--- src/b64e_pkg.sv ---
`timescale 1ns / 1ps

package b64e_pkg;

  // Queue between the front and back parts
  localparam int unsigned QueueDepth = 2;
  localparam int unsigned QueuePtrW  = $clog2(QueueDepth);
  localparam int unsigned QueueCntW  = $clog2(QueueDepth + 1);

  localparam int unsigned MaxChars = 4;
  localparam int unsigned CharW    = 7;
  localparam int unsigned CharIdxW = $clog2(MaxChars);

  localparam logic [CharW-1:0] PadChar   = 7'h3D;  // '='
  localparam logic [CharW-1:0] PlusChar  = 7'h2B;  // '+'
  localparam logic [CharW-1:0] SlashChar = 7'h2F;  // '/'

  // Byte phase within a 3-byte group
  localparam logic [1:0] Phase0 = 2'd0;
  localparam logic [1:0] Phase1 = 2'd1;
  localparam logic [1:0] Phase2 = 2'd2;

  // One queue entry: every character one input byte produces
  typedef struct packed {
    logic [MaxChars-1:0][CharW-1:0] chars;
    logic [CharIdxW-1:0]            last_idx;  // index of the final char of this byte
    logic                           fin;       // byte closes the message
  } entry_t;

  typedef struct packed {
    logic full;
    logic empty;
  } queue_stat_t;

  // 6-bit symbol to ASCII, standard alphabet
  function automatic logic [CharW-1:0] sym_char(input logic [5:0] v);
    logic [CharW-1:0] ext;
    logic [CharW-1:0] res;
    ext = {1'b0, v};
    if (v < 6'd26) begin
      res = ext + 7'd65;
    end else if (v < 6'd52) begin
      res = ext + 7'd71;
    end else if (v < 6'd62) begin
      res = ext - 7'd4;
    end else if (v == 6'd62) begin
      res = PlusChar;
    end else begin
      res = SlashChar;
    end
    return res;
  endfunction

endpackage

--- src/b64e_front.sv ---
`timescale 1ns / 1ps

// Takes a byte, tracks group phase and leftover bits, builds the char entry.
module b64e_front (
  input  logic                 clk_i,
  input  logic                 rst_ni,
  input  logic                 in_valid_i,
  input  logic [7:0]           data_byte_i,
  input  logic                 final_byte_i,
  input  b64e_pkg::queue_stat_t stat_i,
  output logic                 in_stall_o,
  output logic                 push_o,
  output b64e_pkg::entry_t     entry_o
);

  logic [1:0] phase_q, phase_d;
  logic [5:0] left_q, left_d;
  logic [5:0] new_left;
  logic       accept;

  assign in_stall_o = stat_i.full;
  assign accept     = in_valid_i && !stat_i.full;
  assign push_o     = accept;

  always_comb begin
    entry_o.chars    = {b64e_pkg::MaxChars{b64e_pkg::PadChar}};
    entry_o.fin      = final_byte_i;
    entry_o.last_idx = '0;
    new_left         = '0;
    phase_d          = phase_q;
    case (phase_q)
      b64e_pkg::Phase1: begin
        new_left          = {data_byte_i[3:0], 2'b00};
        entry_o.chars[0]  = b64e_pkg::sym_char(left_q | {2'b00, data_byte_i[7:4]});
        entry_o.chars[1]  = b64e_pkg::sym_char(new_left);
        entry_o.last_idx  = final_byte_i ? 2'd2 : 2'd0;
        phase_d           = b64e_pkg::Phase2;
      end
      b64e_pkg::Phase2: begin
        new_left          = '0;
        entry_o.chars[0]  = b64e_pkg::sym_char(left_q | {4'b0000, data_byte_i[7:6]});
        entry_o.chars[1]  = b64e_pkg::sym_char(data_byte_i[5:0]);
        entry_o.last_idx  = 2'd1;
        phase_d           = b64e_pkg::Phase0;
      end
      default: begin  // phase 0, and the unreachable phase 3
        new_left          = {data_byte_i[1:0], 4'b0000};
        entry_o.chars[0]  = b64e_pkg::sym_char(data_byte_i[7:2]);
        entry_o.chars[1]  = b64e_pkg::sym_char(new_left);
        entry_o.last_idx  = final_byte_i ? 2'd3 : 2'd0;
        phase_d           = b64e_pkg::Phase1;
      end
    endcase
    left_d = new_left;
    if (final_byte_i) begin
      phase_d = b64e_pkg::Phase0;
      left_d  = '0;
    end
  end

  always_ff @(posedge clk_i or negedge rst_ni) begin
    if (!rst_ni) begin
      phase_q <= b64e_pkg::Phase0;
      left_q  <= '0;
    end else if (accept) begin
      phase_q <= phase_d;
      left_q  <= left_d;
    end
  end

endmodule

--- src/b64e_queue.sv ---
`timescale 1ns / 1ps

// Small entry queue between front and back.
module b64e_queue (
  input  logic                  clk_i,
  input  logic                  rst_ni,
  input  logic                  push_i,
  input  b64e_pkg::entry_t      entry_i,
  input  logic                  pop_i,
  output b64e_pkg::entry_t      head_o,
  output b64e_pkg::queue_stat_t stat_o
);

  b64e_pkg::entry_t mem_q [b64e_pkg::QueueDepth];

  logic [b64e_pkg::QueuePtrW-1:0] wr_ptr_q, rd_ptr_q;
  logic [b64e_pkg::QueueCntW-1:0] cnt_q;

  assign stat_o.full  = (cnt_q == b64e_pkg::QueueCntW'(b64e_pkg::QueueDepth));
  assign stat_o.empty = (cnt_q == '0);
  assign head_o       = mem_q[rd_ptr_q];

  always_ff @(posedge clk_i) begin
    if (push_i) begin
      mem_q[wr_ptr_q] <= entry_i;
    end
  end

  always_ff @(posedge clk_i or negedge rst_ni) begin
    if (!rst_ni) begin
      wr_ptr_q <= '0;
      rd_ptr_q <= '0;
      cnt_q    <= '0;
    end else begin
      if (push_i) begin
        wr_ptr_q <= (wr_ptr_q == b64e_pkg::QueuePtrW'(b64e_pkg::QueueDepth - 1)) ?
                    '0 : wr_ptr_q + 1'b1;
      end
      if (pop_i) begin
        rd_ptr_q <= (rd_ptr_q == b64e_pkg::QueuePtrW'(b64e_pkg::QueueDepth - 1)) ?
                    '0 : rd_ptr_q + 1'b1;
      end
      if (push_i && !pop_i) begin
        cnt_q <= cnt_q + 1'b1;
      end else if (pop_i && !push_i) begin
        cnt_q <= cnt_q - 1'b1;
      end
    end
  end

endmodule

--- src/b64e_back.sv ---
`timescale 1ns / 1ps

// Walks the head entry into the output register one char per cycle when not stalled.
module b64e_back (
  input  logic                  clk_i,
  input  logic                  rst_ni,
  input  b64e_pkg::entry_t      head_i,
  input  b64e_pkg::queue_stat_t stat_i,
  output logic                  pop_o,
  input  logic                  out_stall_i,
  output logic                  out_valid_o,
  output logic [6:0]            out_char_o,
  output logic                  last_char_o
);

  logic [b64e_pkg::CharIdxW-1:0] idx_q;
  logic                          valid_q;
  logic [b64e_pkg::CharW-1:0]    char_q;
  logic                          last_q;
  logic                          load;
  logic                          at_end;

  assign load   = !stat_i.empty && (!valid_q || !out_stall_i);
  assign at_end = (idx_q == head_i.last_idx);
  assign pop_o  = load && at_end;

  always_ff @(posedge clk_i or negedge rst_ni) begin
    if (!rst_ni) begin
      idx_q   <= '0;
      valid_q <= 1'b0;
    end else begin
      if (load) begin
        valid_q <= 1'b1;
        idx_q   <= at_end ? '0 : idx_q + 1'b1;
      end else if (!out_stall_i) begin
        valid_q <= 1'b0;
      end
    end
  end

  always_ff @(posedge clk_i) begin
    if (load) begin
      char_q <= head_i.chars[idx_q];
      last_q <= head_i.fin && at_end;
    end
  end

  assign out_valid_o = valid_q;
  assign out_char_o  = char_q;
  assign last_char_o = last_q;

endmodule

--- src/base64_stream_encoder.sv ---
`timescale 1ns / 1ps

// Streaming base64 encoder, standard alphabet with '=' padding.
// Input channel: one raw byte per beat (data_byte_i) with final_byte_i set on
// the last byte of a message; accepted when in_valid_i is high and in_stall_o
// is low. Output channel: one ASCII char per beat (out_char_o), last_char_o
// set on the final char of the message; taken when out_valid_o is high and
// out_stall_i is low.
// A byte yields one or two chars; a final byte adds the partial char and
// padding, up to four chars in all.
// A taken byte is written into the queue, then loaded into the output register
// as its first char. The output register moves one char per cycle while the
// queue holds an entry and out_stall_i is low.
// The front accepts a byte per cycle while the 2-entry queue has room.
// Reset (async, active low) clears phase, leftover bits, queue and the output
// valid. When the receiver stalls, the output char holds, the queue fills and
// in_stall_o rises; nothing is dropped.
module base64_stream_encoder (
  input  logic       clk_i,
  input  logic       rst_ni,
  input  logic       in_valid_i,
  output logic       in_stall_o,
  input  logic [7:0] data_byte_i,
  input  logic       final_byte_i,
  output logic       out_valid_o,
  input  logic       out_stall_i,
  output logic [6:0] out_char_o,
  output logic       last_char_o
);

  b64e_pkg::entry_t      push_entry;
  b64e_pkg::entry_t      head_entry;
  b64e_pkg::queue_stat_t q_stat;
  logic                  push;
  logic                  pop;

  // Front: phase tracking and symbol lookup, one entry per byte
  b64e_front u_front (
    .clk_i        (clk_i),
    .rst_ni       (rst_ni),
    .in_valid_i   (in_valid_i),
    .data_byte_i  (data_byte_i),
    .final_byte_i (final_byte_i),
    .stat_i       (q_stat),
    .in_stall_o   (in_stall_o),
    .push_o       (push),
    .entry_o      (push_entry)
  );

  // Decouples byte acceptance from char emission
  b64e_queue u_queue (
    .clk_i   (clk_i),
    .rst_ni  (rst_ni),
    .push_i  (push),
    .entry_i (push_entry),
    .pop_i   (pop),
    .head_o  (head_entry),
    .stat_o  (q_stat)
  );

  // Back: serializes chars into the output register
  b64e_back u_back (
    .clk_i       (clk_i),
    .rst_ni      (rst_ni),
    .head_i      (head_entry),
    .stat_i      (q_stat),
    .pop_o       (pop),
    .out_stall_i (out_stall_i),
    .out_valid_o (out_valid_o),
    .out_char_o  (out_char_o),
    .last_char_o (last_char_o)
  );

endmodule

--- config.mk ---
export PLATFORM = sky130hd
export DESIGN_NAME = base64_stream_encoder
export DESIGN_NICKNAME = d
export VERILOG_FILES = /design/src/b64e_pkg.sv /design/src/b64e_front.sv /design/src/b64e_queue.sv /design/src/b64e_back.sv /design/src/base64_stream_encoder.sv
export SDC_FILE = /design/constraint.sdc
export NUM_CORES = 1
export LEC_CHECK = 0
export ABC_AREA = 1
export BUFFER_PORTS_ARGS = -buffer_cell sky130_fd_sc_hd__buf_2
export CORE_MARGIN = 2
export CORE_UTILIZATION = 62
export DETAILED_ROUTE_END_ITERATION = 10
export GPL_ROUTABILITY_DRIVEN = 0
export PLACE_DENSITY = 0.93
export SYNTH_ARGS = -nofsm -noshare
export SYNTH_HDL_FRONTEND = slang
export SYNTH_SLANG_ARGS = --single-unit
--- constraint.sdc ---
create_clock -name clk_i -period 2.2 [get_ports clk_i]
set_input_delay 0.33 -clock clk_i [delete_from_list [all_inputs] [get_ports clk_i]]
set_output_delay 0.33 -clock clk_i [all_outputs]
set_load 0.05 [all_outputs]
Word-level counts from Yosys, hierarchy flattened --
Memory sizes are Yosys's and may differ from the RTL's. Cells that the tools add are included. Widths: inputs -> output; s select.
Cells by class: reduce and logical (&&, ||, !) cells 15, $add $sub $neg 23, eq/ne operators 9, order comparisons 19, bitwise gates (word level) 2, multiplexer cells 40
Operators by type and width (count):
- $mux 7 | 19
- $add 6x7->7 const B | 12
- $lt 6x6->1 const B | 12
- $sub 6x3->7 const B | 6
- $lt 6x5->1 const B | 6
- $pmux 16 s2 | 1
- $eq 6x6->1 const B | 4
- $bmux 7 s2 | 1
- $mux 2 | 6
- $mux 3 | 4
- $pmux 6 s2 | 1
- $logic_and 1x1->1 | 6
- $logic_not 1->1 | 6
- $mux 1 | 6
- $mux 6 | 1
- $or 6x2->6 | 1
- $or 6x4->6 | 1
- $add 2x1->2 const B | 2
- $eq 2x2->1 const B | 2
- $pmux 2 s2 | 1
- $lt 2x3->1 const B | 1
- $add 1x1->1 const B | 2
- $eq 2x1->1 const B | 1
- $eq 2x2->1 | 1
- 5 further kinds | 5
Storage, ports and cells: register bits after elaboration 23, output and inout port bits 10, RAM bits 34, memories kept 1, word-level logic and storage cells 118
Memory list:
- u_queue.mem_q | depth 2, width 17, read ports 1, clocked after Yosys merged registers in 0, wr ports 1, RTL line b64e_queue.sv:14 | b64e_pkg::entry_t mem_q [b64e_pkg::QueueDepth];

Depth between registers and ports, before layout --
Gate-level depths: netlist (run 1).
depth in word-level cells 7, depth in mapped cells 17

Modules after synthesis --
From an unflattened synthesis (run 1), not the netlist that was laid out.
Unflattened totals: cell total of the unflattened synthesis 627, area total of the unflattened synthesis 5662.9 um^2
Modules (own cells, without submodules):
- b64e_queue | instances 1, seq. area each 1961.9 um^2, area each 2597.5 um^2, cells each 122
- b64e_front | instances 1, seq. area each 150.1 um^2, area each 2413.6 um^2, cells each 428
- b64e_back | instances 1, seq. area each 315.3 um^2, area each 651.9 um^2, cells each 77

Least setup slack after synthesis (run 1) --
Ideal clock, no wire load.
path type register to register, from register u_back.valid_q (netlist: u_back.out_valid_o), to register u_queue.cnt_q[1] (netlist name), arrival time 1.899 ns, period minus slack after synthesis 2.030 ns, data required time 2.069 ns, setup time 0.131 ns, cell stages (with the launch flop) 9, slack 0.170 ns, path buffers 0, path through dfrtp_1 nand2_1 o21ai_0 inv_1 nand3_1 ha_1 a21oi_1 o21ai_0 xor2_1
On the way: word-level cells in the longest chain between the ends 7, elaborated cells on any way between the ends 9, classes of those cells mux (1); reduce/logical (8)
Ends and longest elaborated chain:
- start, declared | RTL line b64e_back.sv:17 | logic valid_q;
- start signal, assigned | RTL line b64e_back.sv:30 | valid_q <= 1'b0;
- start signal, assigned | RTL line b64e_back.sv:33 | valid_q <= 1'b1;
- start signal, assigned | RTL line b64e_back.sv:36 | valid_q <= 1'b0;
- $logic_not 1->1 (*) | RTL line b64e_back.sv:23 | assign load = !stat_i.empty && (!valid_q || !out_stall_i);
- $logic_or 1x1->1 (*) | RTL line b64e_back.sv:23
- $logic_and 1x1->1 (*) | RTL line b64e_back.sv:23
- named net u_back.load | RTL line b64e_back.sv:20 | logic load;
- $logic_and 1x1->1 (*) | RTL line b64e_back.sv:25 | assign pop_o = load && at_end;
- $logic_not 1->1 | RTL line b64e_queue.sv:43 | if (push_i && !pop_i) begin
- $logic_and 1x1->1 | RTL line b64e_queue.sv:43
- $mux 2 or $reduce_bool 2->1 (tied branches)
- end signal, assigned | RTL line b64e_queue.sv:44 | cnt_q <= cnt_q + 1'b1;
- end signal, assigned | RTL line b64e_queue.sv:46 | cnt_q <= cnt_q - 1'b1;
- end, declared | RTL line b64e_queue.sv:17 | logic [b64e_pkg::QueueCntW-1:0] cnt_q;
Mark *: on every way through the listed nets, which the timed path passes. The rest lies on a longest branch. A chain may end at the register's enable or synchronous reset.

Final worst setup path (run 1) --
from register u_queue.rd_ptr_q, to register u_queue.cnt_q[1] (netlist name)
On the way: word-level cells in the longest chain between the ends 6, elaborated cells on any way between the ends 8, classes of those cells eq/ne (1); mux (1); reduce/logical (5); memory (1)
Ends and longest elaborated chain:
- start, declared | RTL line b64e_queue.sv:16 | logic [b64e_pkg::QueuePtrW-1:0] wr_ptr_q, rd_ptr_q;
- start signal, assigned | RTL line b64e_queue.sv:40 | rd_ptr_q <= (rd_ptr_q == b64e_pkg::QueuePtrW'(b64e_pkg::QueueDepth - 1)) ?
- $mem_v2 2x17 (*)
- $eq 2x2->1 (*) | RTL line b64e_back.sv:24 | assign at_end = (idx_q == head_i.last_idx);
- $logic_and 1x1->1 (*) | RTL line b64e_back.sv:25
- $logic_not 1->1 | RTL line b64e_queue.sv:43
- $logic_and 1x1->1 | RTL line b64e_queue.sv:43
- $mux 2 or $reduce_bool 2->1 (tied branches)
Every way passes the cells marked *; elsewhere a longest branch is shown, timed or not.

==> impl_metrics.tcl, run 1 <==
set metrics [dict create \
    status "finished clean" \
    seqCellArea_um2 1590 \
    nFillCells 495 \
    die_h_um 85.2 \
    design.core.area_um2 6350 \
    synth_top_family_by_area "simple AND/OR/NAND/NOR gates" \
    dp_worst_setup_slack_ns -0.0136 \
    cts.sinks 55 \
    start_kind "flip-flop" \
    hp-class "input port to flip-flop" \
    use_met1_pct 36.7 \
    fp.dieW_um 85.2 \
    post_cts_buffers 0 \
    fin_skew_ns 0.00732 \
    grt_max_degree 19 \
    routedWlPerCell_um 15.8 \
    worst_slack_ns 0.173 \
    gr-usage-met2_pct 49.9 \
    period_share_pct 92.1 \
    syn_to_final_growth_pct 9.06 \
    drc_errors 0 \
    grt_overflow 0 \
    dr.pass1.iters 7 \
    slew_headroom_pct 62.6 \
    insertion_delay_ns 0.31 \
    cp.required_ns 2.39 \
    synth_area_um2 4090 \
    drive_gt1_share_pct 13.5 \
    synthMuxAreaShare_pct 0 \
    postSynthCellCount 526 \
    syn_nets 564 \
    die_area_um2 7260 \
    synth_area_leaders "edfxtp_1 31%, nand2_1 11%, dfrtp_1 8.0%" \
    fin_nets 598 \
    yosys-top-cells-count "122 x nand2_1, 61 x nor2_1, 53 x nand3_1, 48 x inv_1, 42 x edfxtp_1" \
    finalCriticalPeriod_ns 2.03 \
    grt_pass1_vias 3649 \
    utilization_pct 70.2 \
    synth_most_common_cell "nand2_1" \
    synthArstFlopShare_pct 23.6 \
    hpwl_mm 7.51 \
    avgViaCountPerCell 6.10 \
    cts-root-buf "clkbuf_8" \
    setup_viol 0 \
    start_util_pct 64.4 \
    num_rows 29 \
    synth_fa_ha_area_share_pct 7.65 \
    synth-seq-cells 55 \
    synth_compound_area_share_pct 13.4 \
    grt_pass1_wl_mm 16.9 \
    vias 3889 \
    yosysSeqAreaShare_pct 38.8 \
    cp-end-kind "flip-flop" \
    grt_usage_pct 28.6 \
    multiInputGateArea_um2 2180 \
    path_class "flip-flop to flip-flop" \
    antenna_found_initial 0 \
    power_per_cell_area_nw_per_um2 1200 \
    synth-edff-count 42 \
    synth_warnings 0 \
    wirelength_mm 10.1 \
    diodes 0 \
    clock.fmax_mhz 493 \
    synth_xor_xnor_area_share_pct 4.07 \
    finalHoldViolCount 0 \
    grt.busiest_layer "met2" \
    portBuffers 22 \
    syn_avg_cell_area_um2 7.77 \
    synthSimpleGateAreaFrac_pct 28.1 \
    htreeDepth 2 \
    maxSlewViolCount 0 \
    synth_top_area_share_pct 30.9 \
    drt_iter0_drc 416 \
    maxCapViolCount 0 \
    tightest_slew_ns 0.561 \
    clockBufferDepth 2 \
    cts_made_buffers 5 \
    leakage_nw 2.02 \
    grt_util_met3_pct 2.53 \
    synth_cell_types 38 \
    ant_nets 0 \
    yosys_most_used_dff "edfxtp_1" \
    worstPathArrival_ns 2.22 \
    synth_top_cell_by_area "edfxtp_1" \
    rsz0062_at_grt "no" \
    worst_ir_drop_vdd_v 0.00117 \
    pin_count 23 \
    crit_fanout 18 \
    path_clk_slew_ns 0.09 \
    cts_tree "built" \
]
per-layer routing:
metal	share of wire (%)	up-vias
met3	7.0	43
met5	0	-
met4	3.8	0
met2	50	221
met1	39	1797
li1	-	1828
power by group:
group          leakage [nW]  total, mW  internal [mW]  switching, mW
sequential            0.554       1.94           1.72          0.219
combinational          1.41       2.77          0.812           1.95
clock                0.0581      0.657          0.339          0.318
registers in the layout (all words and copies together), names as in the netlist:
signal and flops:
u_back.idx_q 2, u_front.phase_q 2, u_back.out_char_o 7, u_queue.mem_q 34, u_front.left_q 4, u_back.out_valid_o 1, u_back.last_char_o 1, u_queue.rd_ptr_q 1
u_queue.wr_ptr_q 1, u_queue.cnt_q 2
kinds of logic (layout without fill, tap and decap cells):
group | count (synthesis) | count (layout)
compound gates | 94 | 94
xor+xnor | 19 | 19
flops | 55 | 55
fa+ha+maj | 25 | 25
simple gates | 258 | 258
buf+inv | 75 | 110
path summary, 6_finish.rpt:
kind	startpoint	endpoint	slack (ns)	depth (start not counted)
worst max-delay path	u_queue.rd_ptr_q	u_queue.cnt_q[1]	0.17	9
worst min-delay path	final_byte_i	u_queue.mem_q[1][0]	0.24	1
worst max register to register	u_queue.rd_ptr_q	u_queue.cnt_q[1]	0.17	9
worst min register to register	u_back.out_valid_o	u_back.out_valid_o	0.50	2
max in group asynchronous	rst_ni	u_queue.rd_ptr_q	1.53	2
min in group asynchronous	rst_ni	u_queue.wr_ptr_q	0.43	2
cells in the final DEF (no fill, tap or decap), drive strengths merged, types with 16 or more instances in the layout:
cell type	count
a21oi	25
buf	39
edfxtp	42
ha	25
inv	60
nand2	127
nand3	56
nor2	66
o21ai	45
xor2	16
layout make-up:
cell class	instances	area share, %
repair buffers	40	5.56
flip-flops and latches	55	35.6
clock inverters	3	0.982
clock buffers	5	1.54
inverters	62	5.28
multi-input cells	396	48.9
well taps	77	2.16
through the flow:
stage / std cells / setup TNS [ns] / hold WS [ns] / power (mW) / instance area (um^2)
global placement: 629 / 0 / 0.223 / 4.47 / 4330
CTS: 638 / 0 / 0.243 / 5.31 / 4450
detailed placement: 629 / -0.0272 / 0.233 / 4.63 / 4330
global route: 638 / 0 / 0.243 / 5.71 / 4460
floorplan: 526 / 0 / 0.0344 / 3.91 / 4090
finish: 638 / 0 / 0.243 / 5.36 / 4460
timing repair:
action                                  CTS  global route
hold endpoints to repair                 13             0
hold buffers                              1             0
endpoints found under the setup margin    0             1
gates resized for setup                   0             1
worst max-delay path: stages (launching register included):
cell and delay [ns]:
dfrtp_1 0.43, inv_4 0.18, nand2_1 0.08, nand2_1 0.08
xor2_1 0.21, nand3_2 0.16, ha_1 0.35, a21oi_1 0.13
o21ai_0 0.13, xor2_1 0.16
No activity file was read; power rests on OpenSTA's default activity.
==> inputs of run 2 (changes only) <==
--- a/config.mk
+++ b/config.mk
@@ -5,7 +5,7 @@
 export SDC_FILE = /design/constraint.sdc
 export NUM_CORES = 1
 export LEC_CHECK = 0
-export ABC_AREA = 1
+export ABC_AREA = 0
 export BUFFER_PORTS_ARGS = -buffer_cell sky130_fd_sc_hd__buf_2
 export CORE_MARGIN = 2
 export CORE_UTILIZATION = 62
==> run 2 against run 1 <==
Worst hold slack lost 0.015 ns. Non-clock buffer count grew 43. Via count shrank 0.33%. Synthesized cell count decreased by 20%. Final cell count shrank 12%. Critical path depth decreased by 3. First-iteration DRC count is 13% higher. Utilization up 5.6 points. Area after synthesis up 1.2%. Final area grew 8.6%. Critical endpoint is now u_queue.mem_q[0][5].
==> impl_metrics.tcl, run 2 <==
set metrics [dict create \
    cts-root-buf "clkbuf_8" \
    fin_nets 521 \
    cts_tree "built" \
    post_cts_buffers 0 \
    final_common_cell "buf_4" \
    synth-seq-cells 55 \
    period_share_pct 96.8 \
    fin_skew_ns 0.00266 \
    wirelength_mm 11.1 \
    rsz0062_at_grt "no" \
    cpMaxStageDelayCell "dfrtp_2" \
    synth_area_um2 4140 \
    finalPower_mw 5.79 \
    insertion_delay_ns 0.30 \
    drive_gt1_share_pct 25.0 \
    ant_nets 0 \
    start_kind "flip-flop" \
    design.core.area_um2 6390 \
    fp.dieW_um 85.7 \
    pin_count 23 \
    grt_max_degree 18 \
    portBuffers 22 \
    hp-class "input port to flip-flop" \
    synth_warnings 0 \
    cts_made_buffers 5 \
    synth_xor_xnor_area_share_pct 3.81 \
    cp_slowest_stage_delay_ns 0.46 \
    grt_pass1_wl_mm 17.9 \
    cts.sinks 55 \
    num_rows 29 \
    postSynthCellCount 422 \
    leakage_nw 1.98 \
    diodes 0 \
    finalHoldViolCount 0 \
    synthMuxAreaShare_pct 7.59 \
    setup_viol 0 \
    drt_iter0_drc 468 \
    synth_area_leaders "edfxtp_1 30%, dfrtp_1 7.9%, ha_1 7.6%" \
    crit_buf_inv 1 \
    yosysSeqAreaShare_pct 38.4 \
    synth_fa_ha_area_share_pct 7.56 \
    die_area_um2 7340 \
    maxSlewViolCount 0 \
    nFillCells 435 \
    slew_headroom_pct 67.9 \
    hpwl_mm 8.26 \
    synth-edff-count 42 \
    drc_errors 0 \
    cp_top_family "compound AO/OA/AOI/OAI gates" \
    yosys-top-cells-count "42 x edfxtp_1, 30 x nand2_1, 25 x ha_1, 25 x o21ai_0, 21 x nor2_1" \
    die_h_um 85.7 \
    cp.required_ns 2.21 \
    largest_reg_flops 34 \
    synth_top_family_by_area "compound AO/OA/AOI/OAI gates" \
    status "finished clean" \
    synthSimpleGateAreaFrac_pct 15.1 \
    antenna_found_initial 0 \
    synth_most_common_cell "edfxtp_1" \
    start_util_pct 64.8 \
    synth_cell_types 71 \
    grt_overflow 0 \
    syn_avg_cell_area_um2 9.80 \
    whs_ns 0.228 \
    path_class "flip-flop to flip-flop" \
    htreeDepth 2 \
    top_register "u_queue.mem_q" \
    vias 3876 \
    synth_top_cell_by_area "edfxtp_1" \
    maxCapViolCount 0 \
    worstPathArrival_ns 2.14 \
    clock.fmax_mhz 469 \
    routedWlPerCell_um 19.8 \
    syn_nets 460 \
    grt_usage_pct 30.8 \
    worst_ir_drop_vdd_v 0.000954 \
    power_per_cell_area_nw_per_um2 1200 \
    dr.pass1.iters 6 \
    yosys_most_used_dff "edfxtp_1" \
    cp_cell_sequence "buf_4 > or2_4 > a311oi_1 > a21oi_1 > o221ai_2 > o211ai_1" \
    synth_top_area_share_pct 30.5 \
    layout_common_cells "59 x buf_4, 42 x edfxtp_1, 29 x nand2_1" \
    avgViaCountPerCell 6.91 \
    synthArstFlopShare_pct 23.6 \
    tightest_slew_ns 0.482 \
    synth_compound_area_share_pct 22.4 \
    finalCriticalPeriod_ns 2.13 \
    cp-end-kind "flip-flop" \
    crit_fanout 9 \
    grt_pass1_vias 3677 \
    path_clk_slew_ns 0.09 \
    syn_to_final_growth_pct 17.1 \
    clockBufferDepth 2 \
]
[run 2: changes by cell type in the layout (fill, tap and decap cells not counted), moves of 9 or more]
cell / before / now
buf_4: 17 / 59
inv_1: 48 / 19
inv_2: 11 / 1
mux2i_1: 0 / 10
nand2_1: 122 / 29
nand3_1: 52 / 16
nor2_1: 61 / 21
nor2b_1: 0 / 12
nor3_1: 1 / 10
o21ai_0: 40 / 25
xnor2_1: 3 / 13
xor2_1: 16 / 5
[run 2: through the flow]
step	worst slack (ns)	setup TNS, ns	instance area [um^2]	util [%]	cells
3_5_place_dp	-0.103	-0.371	4690	73.4	552
6_report	0.0697	0	4840	75.8	561
5_1_grt	0.0149	0	4840	75.8	561
3_3_place_gp	-0.0244	-0.0488	4690	73.4	552
2_1_floorplan	0.00549	0	4160	-	422
4_1_cts	0.0757	0	4830	75.6	561
[run 2: where the power goes]
part | leakage [nW] | internal (mW) | total [mW] | switching, mW
clock | 0.0618 | 0.374 | 0.696 | 0.321
combinational | 1.37 | 1.21 | 3.06 | 1.85
sequential | 0.549 | 1.75 | 2.04 | 0.288
[run 2: worst reg2reg max path, cell delays in order (launching register included)]
cell      delay [ns]
dfrtp_2         0.46
buf_4           0.17
or2_4           0.30
a311oi_1        0.30
a21oi_1         0.10
o221ai_2        0.26
o211ai_1        0.25
[run 2: layout make-up]
type                    count  area [um^2]  area share, %
clock inverters             2         38.8          0.801
well taps                  77         96.3           1.99
multi-input cells         318         2370           49.1
clock buffers               6         82.6           1.71
repair buffers             83          583           12.0
flip-flops and latches     55         1590           32.9
inverters                  20         75.1           1.55
[run 2: routing by layer]
| layer | track usage [%] | share of wire (%) | vias to the layer above | wire length [um] |
|---|---|---|---|---|
| li1 | - | - | 1718 | - |
| met1 | 38.6 | 37 | 1833 | 4090 |
| met2 | 51.9 | 49 | 259 | 5380 |
| met3 | 5.29 | 9.8 | 66 | 1090 |
| met4 | 14.6 | 4.7 | 0 | 525 |
| met5 | 0 | 0 | - | 0 |
[run 2: cells by family after synthesis]
family	after synthesis
xor gates and xnor gates	18
adders and majority gates	25
and+or+nand+nor	124
AOI/OAI and AO/OA	129
DFF	55
buffers and inverters	49
muxes	22
[run 2: worst paths after layout]
kind	end	slack (ns)	startpoint	cells past startpoint
setup / recovery	u_queue.mem_q[0][5]	0.07	u_front.left_q[3]	6
hold / removal	u_back.out_valid_o	0.23	out_stall_i	3
setup reg to reg	u_queue.mem_q[0][5]	0.07	u_front.left_q[3]	6
hold reg to reg	u_back.out_valid_o	0.49	u_back.out_valid_o	2
max in group asynchronous	u_front.left_q[5]	1.52	rst_ni	2
min in group asynchronous	u_front.left_q[2]	0.43	rst_ni	2
[run 2: what timing repair did]
action                                  CTS  global route
endpoints found under the setup margin    2             7
endpoints found under the hold margin    13             0
hold buffers                              1             0
cloned                                    0             0
gates resized for setup                   1             7
pin swaps                                 1             4
==> inputs of run 3 (changes only) <==
--- a/config.mk
+++ b/config.mk
@@ -8,10 +8,11 @@
 export ABC_AREA = 0
 export BUFFER_PORTS_ARGS = -buffer_cell sky130_fd_sc_hd__buf_2
 export CORE_MARGIN = 2
-export CORE_UTILIZATION = 62
+export CORE_UTILIZATION = 64
 export DETAILED_ROUTE_END_ITERATION = 10
 export GPL_ROUTABILITY_DRIVEN = 0
-export PLACE_DENSITY = 0.93
+export PLACE_DENSITY = 0.94
 export SYNTH_ARGS = -nofsm -noshare
 export SYNTH_HDL_FRONTEND = slang
+export SYNTH_HIERARCHICAL = 1
 export SYNTH_SLANG_ARGS = --single-unit
==> run 3 against run 2 <==
Worst setup slack improved by 0.036 ns. Die area up 29%. Combinational power increased by 20%. Sequential power increased by 36%. Synthesized cell count rose by 22%. Largest cell class unchanged.
==> impl_metrics.tcl, run 3 <==
set metrics [dict create \
    num_rows 33 \
    vias 4353 \
    path_class "flip-flop to flip-flop" \
    worstPathArrival_ns 2.25 \
    whs_ns 0.245 \
    hold_end "u_back/out_valid_o" \
    rsz0062_at_grt "no" \
    pwr-share-seq_pct 37.4 \
    dr.pass1.iters 5 \
    largest_reg_flops 62 \
    synth_most_common_cell "edfxtp_1" \
    synth_cell_types 66 \
    cts_tree "built" \
    grt_pass1_vias 4261 \
    path_clk_slew_ns 0.08 \
    fin_skew_ns 0.00893 \
    synth_top_cell_by_area "edfxtp_1" \
    worst_ir_drop_vdd_v 0.000607 \
    setup_tns_ns 0 \
    ant_nets 0 \
    synth-seq-cells 83 \
    htreeDepth 3 \
    drt_iter0_drc 454 \
    wirelength_mm 12.9 \
    p_switching_mw 2.85 \
    hold_depth 3 \
    cp-end-kind "flip-flop" \
    start_kind "flip-flop" \
    die_area_um2 9440 \
    hp-class "input port to flip-flop" \
    die_h_um 97.2 \
    maxSlewViolCount 0 \
    yosysSeqAreaShare_pct 43.7 \
    synth_area_um2 5560 \
    portBuffers 22 \
    syn_to_final_growth_pct 11.3 \
    drc_errors 0 \
    rrSetupSlack_ns 0.11 \
    avgViaCountPerCell 6.45 \
    grt_overflow 0 \
    utilization_pct 74.5 \
    period_share_pct 95.2 \
    setup_viol 0 \
    synth_top_area_share_pct 37.8 \
    status "finished clean" \
    hp-start "out_stall_i" \
    dpl.cell_count 657 \
    synth_area_leaders "edfxtp_1 38%, mux2_4 8.1%, dfrtp_1 5.9%" \
    routedWlPerCell_um 19.2 \
    instances_no_fill 675 \
    nFillCells 527 \
    worst_slack_ns 0.106 \
    switching_share_pct 38.6 \
    grt_pass1_wl_mm 21.0 \
    finalPower_mw 7.40 \
    start_util_pct 66.9 \
    worstRegToRegCells 7 \
    synth_warnings 6 \
    maxCapViolCount 0 \
    cts-root-buf "clkbuf_8" \
    p_int_mw 4.54 \
    synthArstFlopShare_pct 15.7 \
    r2r_end "u_queue/mem_q[1][6]" \
    syn_avg_cell_area_um2 10.8 \
    cp.required_ns 2.36 \
    fp.dieW_um 97.2 \
    comb_power_share_pct 49.5 \
    pin_count 23 \
    clockBufferDepth 2 \
    hpwl_mm 9.35 \
    finalCriticalPeriod_ns 2.09 \
    design.core.area_um2 8300 \
    worstReg2RegStart "u_front/left_q[2]" \
    insertion_delay_ns 0.35 \
    drive_gt1_share_pct 26.3 \
    yosys_most_used_dff "edfxtp_1" \
    crit_fanout 10 \
    diodes 0 \
    finalHoldViolCount 0 \
    grt_max_degree 32 \
    synth-edff-count 70 \
    grt_usage_pct 27.8 \
    dp_worst_setup_slack_ns -0.0636 \
    clock.fmax_mhz 478 \
    final_common_cell "edfxtp_1" \
    dpl_cell_area_um2 5970 \
    yosys-top-cells-count "70 x edfxtp_1, 44 x nand2_1, 31 x nor2_1, 31 x o21ai_0" \
    antenna_found_initial 0 \
    stdcell_area_um2 6180 \
    p_clk_share_pct 13.1 \
    cts_made_buffers 9 \
    cts.sinks 83 \
    layout_common_cells "70 x edfxtp_1, 51 x buf_4, 44 x nand2_1" \
    power_per_cell_area_nw_per_um2 1200 \
    postSynthCellCount 514 \
    fin_nets 601 \
    leakage_nw 2.47 \
    top_register "u_queue/mem_q" \
]
[run 3: worst max path at each step]
stage / startpoint / to / slack (ns) / cells past startpoint
detailed placement: data_byte_i[2] / u_queue/mem_q[1][14] / -0.06 / 10
floorplan: data_byte_i[1] / u_queue/mem_q[0][14] / 0.002 / 12
global route: u_front/left_q[2] / u_queue/mem_q[1][7] / 0.01 / 9
global placement: data_byte_i[2] / u_queue/mem_q[0][14] / 0.005 / 10
finish: u_front/left_q[2] / u_queue/mem_q[1][6] / 0.11 / 7
CTS: u_front/left_q[2] / u_queue/mem_q[1][6] / 0.03 / 7
[run 3: cells by family (layout without fill, tap and decap cells)]
| group | count (synthesis) | in the layout | share of synthesized area [%] |
|---|---|---|---|
| AO/OA/AOI/OAI | 141 | 141 | 16.8 |
| XOR/XNOR | 17 | 17 | 2.68 |
| adder cells (fa/ha/maj) | 23 | 23 | 5.18 |
| buffers and inverters | 70 | 114 | 7.57 |
| flip-flops | 83 | 83 | 43.7 |
| multiplexers | 41 | 41 | 11.8 |
| other | 2 | 14 | 0.135 |
| AND/OR/NAND/NOR | 137 | 137 | 12.1 |
[run 3: routing by layer]
| metal | GRT usage (%) | wire length (um) |
|---|---|---|
| met1 | 33.7 | 4780 |
| met2 | 47.5 | 6490 |
| met5 | 0 | 0 |
| met4 | 15.1 | 604 |
| met3 | 4.82 | 1060 |
[run 3: power groups by stage]
stage / combinational (mW) / clock (mW) / sequential (mW)
after floorplan: 2.57 / 0 / 2.95
after global placement: 3.37 / 0 / 2.73
after detailed placement: 3.53 / 0 / 2.79
after CTS: 3.59 / 0.987 / 2.77
after global routing: 3.90 / 1.06 / 2.81
final: 3.66 / 0.971 / 2.77
[run 3: what timing repair did]
item                                   4_1_cts  5_1_grt
pin swaps                                    0        1
hold buffers                                 1        0
endpoints found under the hold margin       13        0
setup endpoints to repair                    3        7
gates resized for setup                      2        3
setup buffers                                0        1
[run 3: cell type report]
class | instances | area [um^2] | area share (%)
clock buffers | 13 | 160 | 2.59
inverters | 21 | 78.8 | 1.27
flip-flops and latches | 83 | 2430 | 39.3
well taps | 105 | 131 | 2.12
clock inverters | 3 | 15.0 | 0.243
repair buffers | 77 | 563 | 9.11
multi-input cells | 373 | 2810 | 45.4
[run 3: critical path, cell delays in order, from the launching register on]
cell,delay (ns)
dfrtp_1,0.46
inv_1,0.10
ha_1,0.26
and3b_2,0.35
o21ai_1,0.09
o21ai_0,0.23
a21oi_1,0.15
a32oi_2,0.27
